File: config.mk
export PLATFORM = sky130hd
export DESIGN_NAME = pnr_div
export DESIGN_NICKNAME = d
export VERILOG_FILES = /design/src/pnr_pkg.sv /design/src/pnr_div.sv
export SDC_FILE = /design/constraint.sdc
export NUM_CORES = 1
export LEC_CHECK = 0
export BUFFER_PORTS_ARGS = -buffer_cell sky130_fd_sc_hd__buf_4
export CAP_MARGIN = 20
export CORE_ASPECT_RATIO = 1.1
export CORE_UTILIZATION = 49
export DETAILED_ROUTE_END_ITERATION = 10
export PLACE_DENSITY = 0.78
export SETUP_SLACK_MARGIN = 0.2
export SLEW_MARGIN = 20
export SYNTH_ARGS = -nofsm -noshare
export SYNTH_HDL_FRONTEND = slang
export SYNTH_SLANG_ARGS = --single-unit
File: constraint.sdc
create_clock -name i_clk -period 9.2 [get_ports i_clk]
set_clock_uncertainty 0.15 [all_clocks]
set_input_delay 2.3 -clock i_clk [delete_from_list [all_inputs] [get_ports i_clk]]
set_output_delay 2.3 -clock i_clk [all_outputs]
set_load 0.05 [all_outputs]
File: src/pnr_pkg.sv
`timescale 1ns / 1ps
// ----------------------------------------------------------------------------
// pnr_pkg
// Shared types and constants for the polynomial Newton root finder.
// ----------------------------------------------------------------------------
package pnr_pkg;
    localparam int FRAC_BITS = 16;
    localparam int NUM_COEFS = 6;
    localparam int CFG_IDX_W = 3;

    localparam logic [CFG_IDX_W-1:0] REG_COEF_0 = 3'd0;
    localparam logic [CFG_IDX_W-1:0] REG_COEF_1 = 3'd1;
    localparam logic [CFG_IDX_W-1:0] REG_COEF_2 = 3'd2;
    localparam logic [CFG_IDX_W-1:0] REG_COEF_3 = 3'd3;
    localparam logic [CFG_IDX_W-1:0] REG_COEF_4 = 3'd4;
    localparam logic [CFG_IDX_W-1:0] REG_COEF_5 = 3'd5;
    localparam logic [CFG_IDX_W-1:0] REG_TOLERANCE = 3'd6;
    localparam logic [CFG_IDX_W-1:0] REG_ITER_LIMIT = 3'd7;

    localparam logic [1:0] OUT_CONVERGED = 2'd0;
    localparam logic [1:0] OUT_DERIV_ZERO = 2'd1;
    localparam logic [1:0] OUT_LIMIT = 2'd2;

    typedef enum logic [2:0] {
        ST_IDLE,
        ST_DERIV,
        ST_CHECK,
        ST_EVAL,
        ST_TEST,
        ST_DIV,
        ST_UPDATE,
        ST_DONE
    } t_state;

    function automatic logic signed [31:0] sat32(input logic signed [65:0] v);
        logic signed [31:0] r;
        if (v > 66'sd2147483647) r = 32'sh7fffffff;
        else if (v < -66'sd2147483648) r = 32'sh80000000;
        else r = v[31:0];
        return r;
    endfunction
endpackage

File: src/pnr_div.sv
`timescale 1ns / 1ps
// ----------------------------------------------------------------------------
// pnr_div
// Radix-2 signed divider, one quotient bit per cycle, truncating toward zero.
// ----------------------------------------------------------------------------
module pnr_div (
    input  logic               i_clk,
    input  logic               i_rst_n,
    input  logic               i_start,
    input  logic signed [31:0] i_num,
    input  logic signed [31:0] i_den,
    output logic               o_done,
    output logic signed [31:0] o_quot
);
    import pnr_pkg::*;

    localparam int NW = 32 + FRAC_BITS;

    logic [NW-1:0] r_q;
    logic [32:0]   r_rem;
    logic [31:0]   r_den;
    logic          r_neg;
    logic [5:0]    r_cnt;
    logic          r_busy;
    logic [33:0]   w_trial;
    logic [32:0]   w_shift;
    logic [NW:0]   w_sq;

    assign w_shift = {r_rem[31:0], r_q[NW-1]};
    assign w_trial = {1'b0, w_shift} - {2'b00, r_den};

    always_ff @(posedge i_clk) begin
        if (!i_rst_n) begin
            r_busy <= 1'b0;
            o_done <= 1'b0;
        end else begin
            o_done <= 1'b0;
            if (i_start) begin
                r_busy <= 1'b1;
                r_cnt  <= 6'(NW);
            end else if (r_busy) begin
                r_cnt <= r_cnt - 6'd1;
                if (r_cnt == 6'd1) begin
                    r_busy <= 1'b0;
                    o_done <= 1'b1;
                end
            end
        end
    end

    always_ff @(posedge i_clk) begin
        if (i_start) begin
            r_q   <= {(i_num[31] ? 32'(-i_num) : 32'(i_num)), {FRAC_BITS{1'b0}}};
            r_den <= i_den[31] ? 32'(-i_den) : 32'(i_den);
            r_rem <= '0;
            r_neg <= i_num[31] ^ i_den[31];
        end else if (r_busy) begin
            if (!w_trial[33]) begin
                r_rem <= w_trial[32:0];
                r_q   <= {r_q[NW-2:0], 1'b1};
            end else begin
                r_rem <= w_shift;
                r_q   <= {r_q[NW-2:0], 1'b0};
            end
        end
    end

    assign w_sq = r_neg ? -{1'b0, r_q} : {1'b0, r_q};
    assign o_quot = sat32(66'(signed'(w_sq)));
endmodule

==> results of run 1 <==
==> flip-flops by register name, indices dropped and copies added, names as in the netlist <==
register,cells
r_neg,1
r_rem,32
r_cnt,6
r_busy,1
o_done,1
r_den,32
r_q,48
==> area by class of cell <==
type                            instances  share of cell area, %
Clock buffer                           22                   4.35
Clock inverter                         10                   1.11
Inverter                               52                   1.83
Multi-Input combinational cell        808                   52.9
Sequential cell                       121                   29.4
Tap cell                              243                   2.85
Timing Repair Buffer                  107                   7.53
==> layout by cell type, fill, tap and decap left out, types with 18 or more instances in the layout <==
master,instances
xor2_1,43
nand2b_1,21
a21o_1,23
mux2i_1,37
edfxtp_1,71
o21ai_0,48
a21oi_1,27
nand2_1,85
a22o_1,29
o31ai_1,36
xnor2_1,83
nor2_1,79
nand3_1,20
nor3_1,18
a211oi_1,19
o21ai_2,30
buf_4,107
ha_1,37
or4_1,19
inv_1,52
dfxtp_1,49
==> worst max-delay path: stages (launching register included) <==
cell and delay, ns:
edfxtp_1 0.43, or4_4 0.51, or3_4 0.37, or4_1 0.67, or2_2 0.36, o21ai_0 0.19, xnor2_1 0.16, or4b_2 0.60
o21a_2 0.52, o21ai_1 0.26, buf_4 0.22
==> final timing paths <==
check                           startpoint         to  slack (ns)  cells past startpoint
worst min register to register   r_rem[31]  r_rem[31]        0.32                      1
worst min-delay path             r_rem[31]  r_rem[31]        0.32                      1
worst max register to register     r_q[47]   r_rem[8]        5.34                     11
worst max-delay path               r_q[16]  o_quot[1]        2.03                     10
==> power by group through the flow <==
stage                     registers, mW  logic [mW]  clock network, mW
after detailed placement          0.678       0.505                  0
after CTS                         0.667       0.508              0.664
final                             0.668       0.508              0.655
after global placement            0.677       0.497                  0
after global routing              0.675       0.555              0.691
after floorplan                   0.659       0.388                  0
==> logic make-up after synthesis <==
| family | share of synthesized area, % |
|---|---|
| xor gates and xnor gates | 11.9 |
| adders and majority gates | 5.22 |
| AOI/OAI and AO/OA | 22.4 |
| DFF | 33.9 |
| and+or+nand+nor | 17.4 |
| buffers and inverters | 5.12 |
| muxes | 4.12 |
==> routing by layer <==
metal / up-vias / wire [um] / GRT usage, %
met2: 224 / 10100 / 37.5
met3: 29 / 927 / 3.82
met4: 0 / 279 / 7.64
met5: - / 0 / 0
li1: 3983 / - / -
met1: 3689 / 9800 / 29.4
==> qor.yml, run 1 <==
finalWorstSetupSlack_ns: 2.03
place_congestion: 0.914
cts_hold_buf: 0
rsz0062_at_grt: "false"
area_delta_synth_final_pct: 15.3
synth_area_leaders: "edfxtp_1 23%, dfxtp_1 11%, xnor2_1 7.9%"
initial_utilization_pct: 50.1
cts_sinks: 121
avgSynthCellArea_sq_um: 8.85
clk_pin_slew_ns: 0.06
via_count: 7925
max_cap_viol_count: 0
grt_pass1_vias: 7446
hold_violations: 0
fin_cells: 1363
synth_edf_count: 71
synth_commonest_cells: "85 x nand2_1, 83 x xnor2_1, 79 x nor2_1, 71 x edfxtp_1, 54 x clkbuf_1"
drcViolationCount: 0
peakVddDrop_mv: 0.153
coreArea_sq_um: 18500
netlist_area_sq_um: 9250
routed_wirelength_um: 21100
seq_power_share_pct: 36.5
final_layout_size_suffix_gt1_share_pct: 16.3
nFillCells: 1654
cts_buffers: 17
cts_root_buf: "clkbuf_16"
routedWlPerCell_um: 15.5
diodes: 0
hold_path_class: "reg -> reg"
yosysUniqueCellTypes: 66
postSynthCellCount: 1046
arrival_ns: 4.72
synth_top_area_cell: "edfxtp_1"
whs_ns: 0.325
final_area_sq_um: 10700
grt_max_degree: 62
synth_nets: 1151
dr.pass1.iters: 5
detailed_place_hpwl_um: 15400
power.density_nw_per_um2: 172
clock_latency_ns: 0.42
grt-ovfl-total: 0
layout.nets: 1212
worst-path-max-fanout: 31
fin_crit_ns: 7.17
p_leak_nw: 4.28
multi_input_area_sq_um: 5650
finalCritPeriodShare_pct: 77.9
synth-main-ff-cell: "edfxtp_1"
fmax_mhz: 140
critPathLaunchType: "register"
tns_ns: 0
ys_seq_area_share_pct: 33.9
yosysMostFrequentCell: "nand2_1"
die_h_um: 146
p_clk_share_pct: 35.8
slew_headroom_pct: 39.9
place_area_sq_um: 10100
design.die.area_sq_um: 19400
cts_setup_buffers: 0
criticalPathCategory: "reg -> out"
ys.warnings.count: 0
regArea_sq_um: 3130
initialDrtViolationCount: 480
cts_tree: "done"
portBuffers: 99
io_pins: 100
endpoint_kind: "primary output"
p_switching_uw: 592
fin_util_pct: 57.7
htree_num_levels: 4
antenna_found_initial: 0
grt_usage_pct: 22.5
ys_ff_latch: 121
finalSetupViolCount: 0
worstPathRequired_ns: 6.75
clockBufferDepth: 2
pre_cts_slack_ns: 2.48
num_rows: 52
die_w_um: 133
tightest_slew_ns: 0.901
sw_frac_of_total_pct: 32.4
p_comb_share_pct: 27.7
via_per_inst: 5.81
yosysTopAreaCellShare_pct: 23.0
grt_pass1_wl_um: 35700
post_cts_resized: 0
p_total_mw: 1.83
outcome: "finished clean"
placed_cells: 1331
ys_async_sr_fraction_pct: 0
drv_slew: 0
intPower_mw: 1.24
ant_nets: 0
Note: power is estimated with default switching activity, not from simulation.
==> run 2, diff against run 1 <==
PLACE_DENSITY = 0.81   (was 0.78)
clock period = 5.8 ns   (was 9.2 ns; I/O delays follow)
==> qor.yml, run 2 (synthesis gave the netlist of run 1 again) <==
critPathLaunchType: "register"
detailed_place_hpwl_um: 15400
reg_top3: "r_q: 48 flops, r_den: 32 flops, r_rem: 32 flops"
path_cells: "or4_4 -> or2_4 -> or4_4 -> or2_4 -> o21ai_4 -> xnor2_1 -> or4b_4 -> o21a_4 -> buf_16 -> o21ai_2 -> buf_6"
worst-path-max-fanout: 15
grt-ovfl-total: 0
cts_buffers: 17
grt_max_degree: 59
final_cell_mix: "91 x buf_4, 85 x nand2_1, 83 x xnor2_1"
sw_frac_of_total_pct: 34.1
power.density_nw_per_um2: 258
crit_family: "simple AND/OR/NAND/NOR gates"
cts_tree: "done"
finalCritPeriodShare_pct: 98.9
final_area_sq_um: 11200
fin_cells: 1387
p_switching_uw: 991
area_delta_synth_final_pct: 21.4
slowest_stage: "or4_4"
initialDrtViolationCount: 596
design.die.area_sq_um: 19400
criticalPathCategory: "reg -> out"
dr.pass1.iters: 6
via_per_inst: 5.92
place_area_sq_um: 10100
clk_pin_slew_ns: 0.06
clockBufferDepth: 2
grt_pass1_vias: 7743
layout.nets: 1236
p_comb_share_pct: 31.0
die_w_um: 133
finalWorstSetupSlack_ns: 0.0653
nFillCells: 1566
coreArea_sq_um: 18500
fin_crit_ns: 5.73
pre_cts_slack_ns: 0.125
grt_usage_pct: 23.7
p_leak_nw: 4.52
drv_slew: 0
seq_power_share_pct: 36.6
outcome: "finished clean"
via_count: 8208
num_rows: 52
die_h_um: 146
max_cap_viol_count: 0
hold_violations: 0
regArea_sq_um: 3140
finalSetupViolCount: 0
final_common_cell: "buf_4"
peakVddDrop_mv: 0.225
routedWlPerCell_um: 16.3
drcViolationCount: 0
cts_hold_buf: 0
fmax_mhz: 174
cts_root_buf: "clkbuf_16"
top_register: "r_q"
slew_headroom_pct: 43.5
clock_latency_ns: 0.42
io_pins: 100
final_layout_size_suffix_gt1_share_pct: 20.4
initial_utilization_pct: 50.1
grt_pass1_wl_um: 37500
place_congestion: 0.906
worstPathRequired_ns: 4.20
hold_path_class: "reg -> reg"
htree_num_levels: 4
largest_reg_flops: 48
portBuffers: 99
intPower_mw: 1.91
p_clk_share_pct: 32.4
antenna_found_initial: 0
rsz0062_at_grt: "true"
routed_wirelength_um: 22600
cts_sinks: 121
arrival_ns: 4.13
placed_cells: 1335
diodes: 0
path_buf_inv: 2
max_stage_delay_ns: 0.62
multi_input_area_sq_um: 5850
ant_nets: 0
endpoint_kind: "primary output"
tightest_slew_ns: 0.848
run 2: cell count changes in the layout (fill, tap and decap cells not counted), moves of 4 or more:
cell | previous run | this run
buf_4 | 107 | 91
buf_6 | 0 | 34
dfxtp_1 | 49 | 45
or4_1 | 19 | 14
or4_4 | 1 | 6
run 2: power by group through the flow:
stage	combinational, mW	sequential [mW]	clock, mW
after global routing	0.975	1.07	0.999
after global placement	0.789	1.08	0
final	0.901	1.06	0.941
after floorplan	0.617	1.05	0
after CTS	0.866	1.06	0.954
after detailed placement	0.803	1.08	0
run 2: cell type report:
cell class / count / area share (%)
clock inverter: 14 / 0.924
inverter: 52 / 1.74
multi-input combinational: 808 / 52.1
tap: 243 / 2.71
sequential: 121 / 28.0
timing repair buffer: 131 / 10.8
clock buffer: 18 / 3.82
run 2: per-stage QoR:
stage | hold WS [ns] | setup TNS [ns] | total power, mW | utilization [%]
after floorplan | 0.287 | 0 | 1.66 | -
after global placement | 0.302 | 0 | 1.87 | 54.9
after detailed placement | 0.322 | 0 | 1.88 | 54.9
after CTS | 0.330 | 0 | 2.88 | 60.1
after global routing | 0.357 | -0.0897 | 3.04 | 60.8
final | 0.326 | 0 | 2.90 | 60.8
run 2: worst paths after layout:
check                           depth (start not counted)  slack, ns  startpoint        end
worst min register to register                          2       0.33   r_rem[29]  r_rem[29]
worst max-delay path                                   11       0.07      r_q[8]  o_quot[6]
worst max register to register                         11       1.95     r_q[47]   r_rem[8]
worst min-delay path                                    2       0.33   r_rem[29]  r_rem[29]
run 2: worst reg2reg max path: cells and delay by family (launching register included):
kind / cells / cell delay, ns
fa+ha+maj: 1 / 0.24
simple gates: 4 / 1.35
compound gates: 5 / 1.46
flops: 1 / 0.49
buf+inv: 1 / 0.10
run 2: repair_timing:
item | in CTS | in global routing
setup buffers | 12 | 4
resized for setup | 61 | 16
gates cloned | 3 | 0
pin swaps | 7 | 3
endpoints found under the setup margin | 31 | 31
run 2: layer usage:
metal  up-vias  global-route usage, %  part of all wire (%)
met2       294                   40.6                    49
li1       4030                      -                     -
met3        51                   4.27                   5.7
met4         0                   7.93                   2.3
met1      3833                   29.9                    43
met5         -                      0                     0
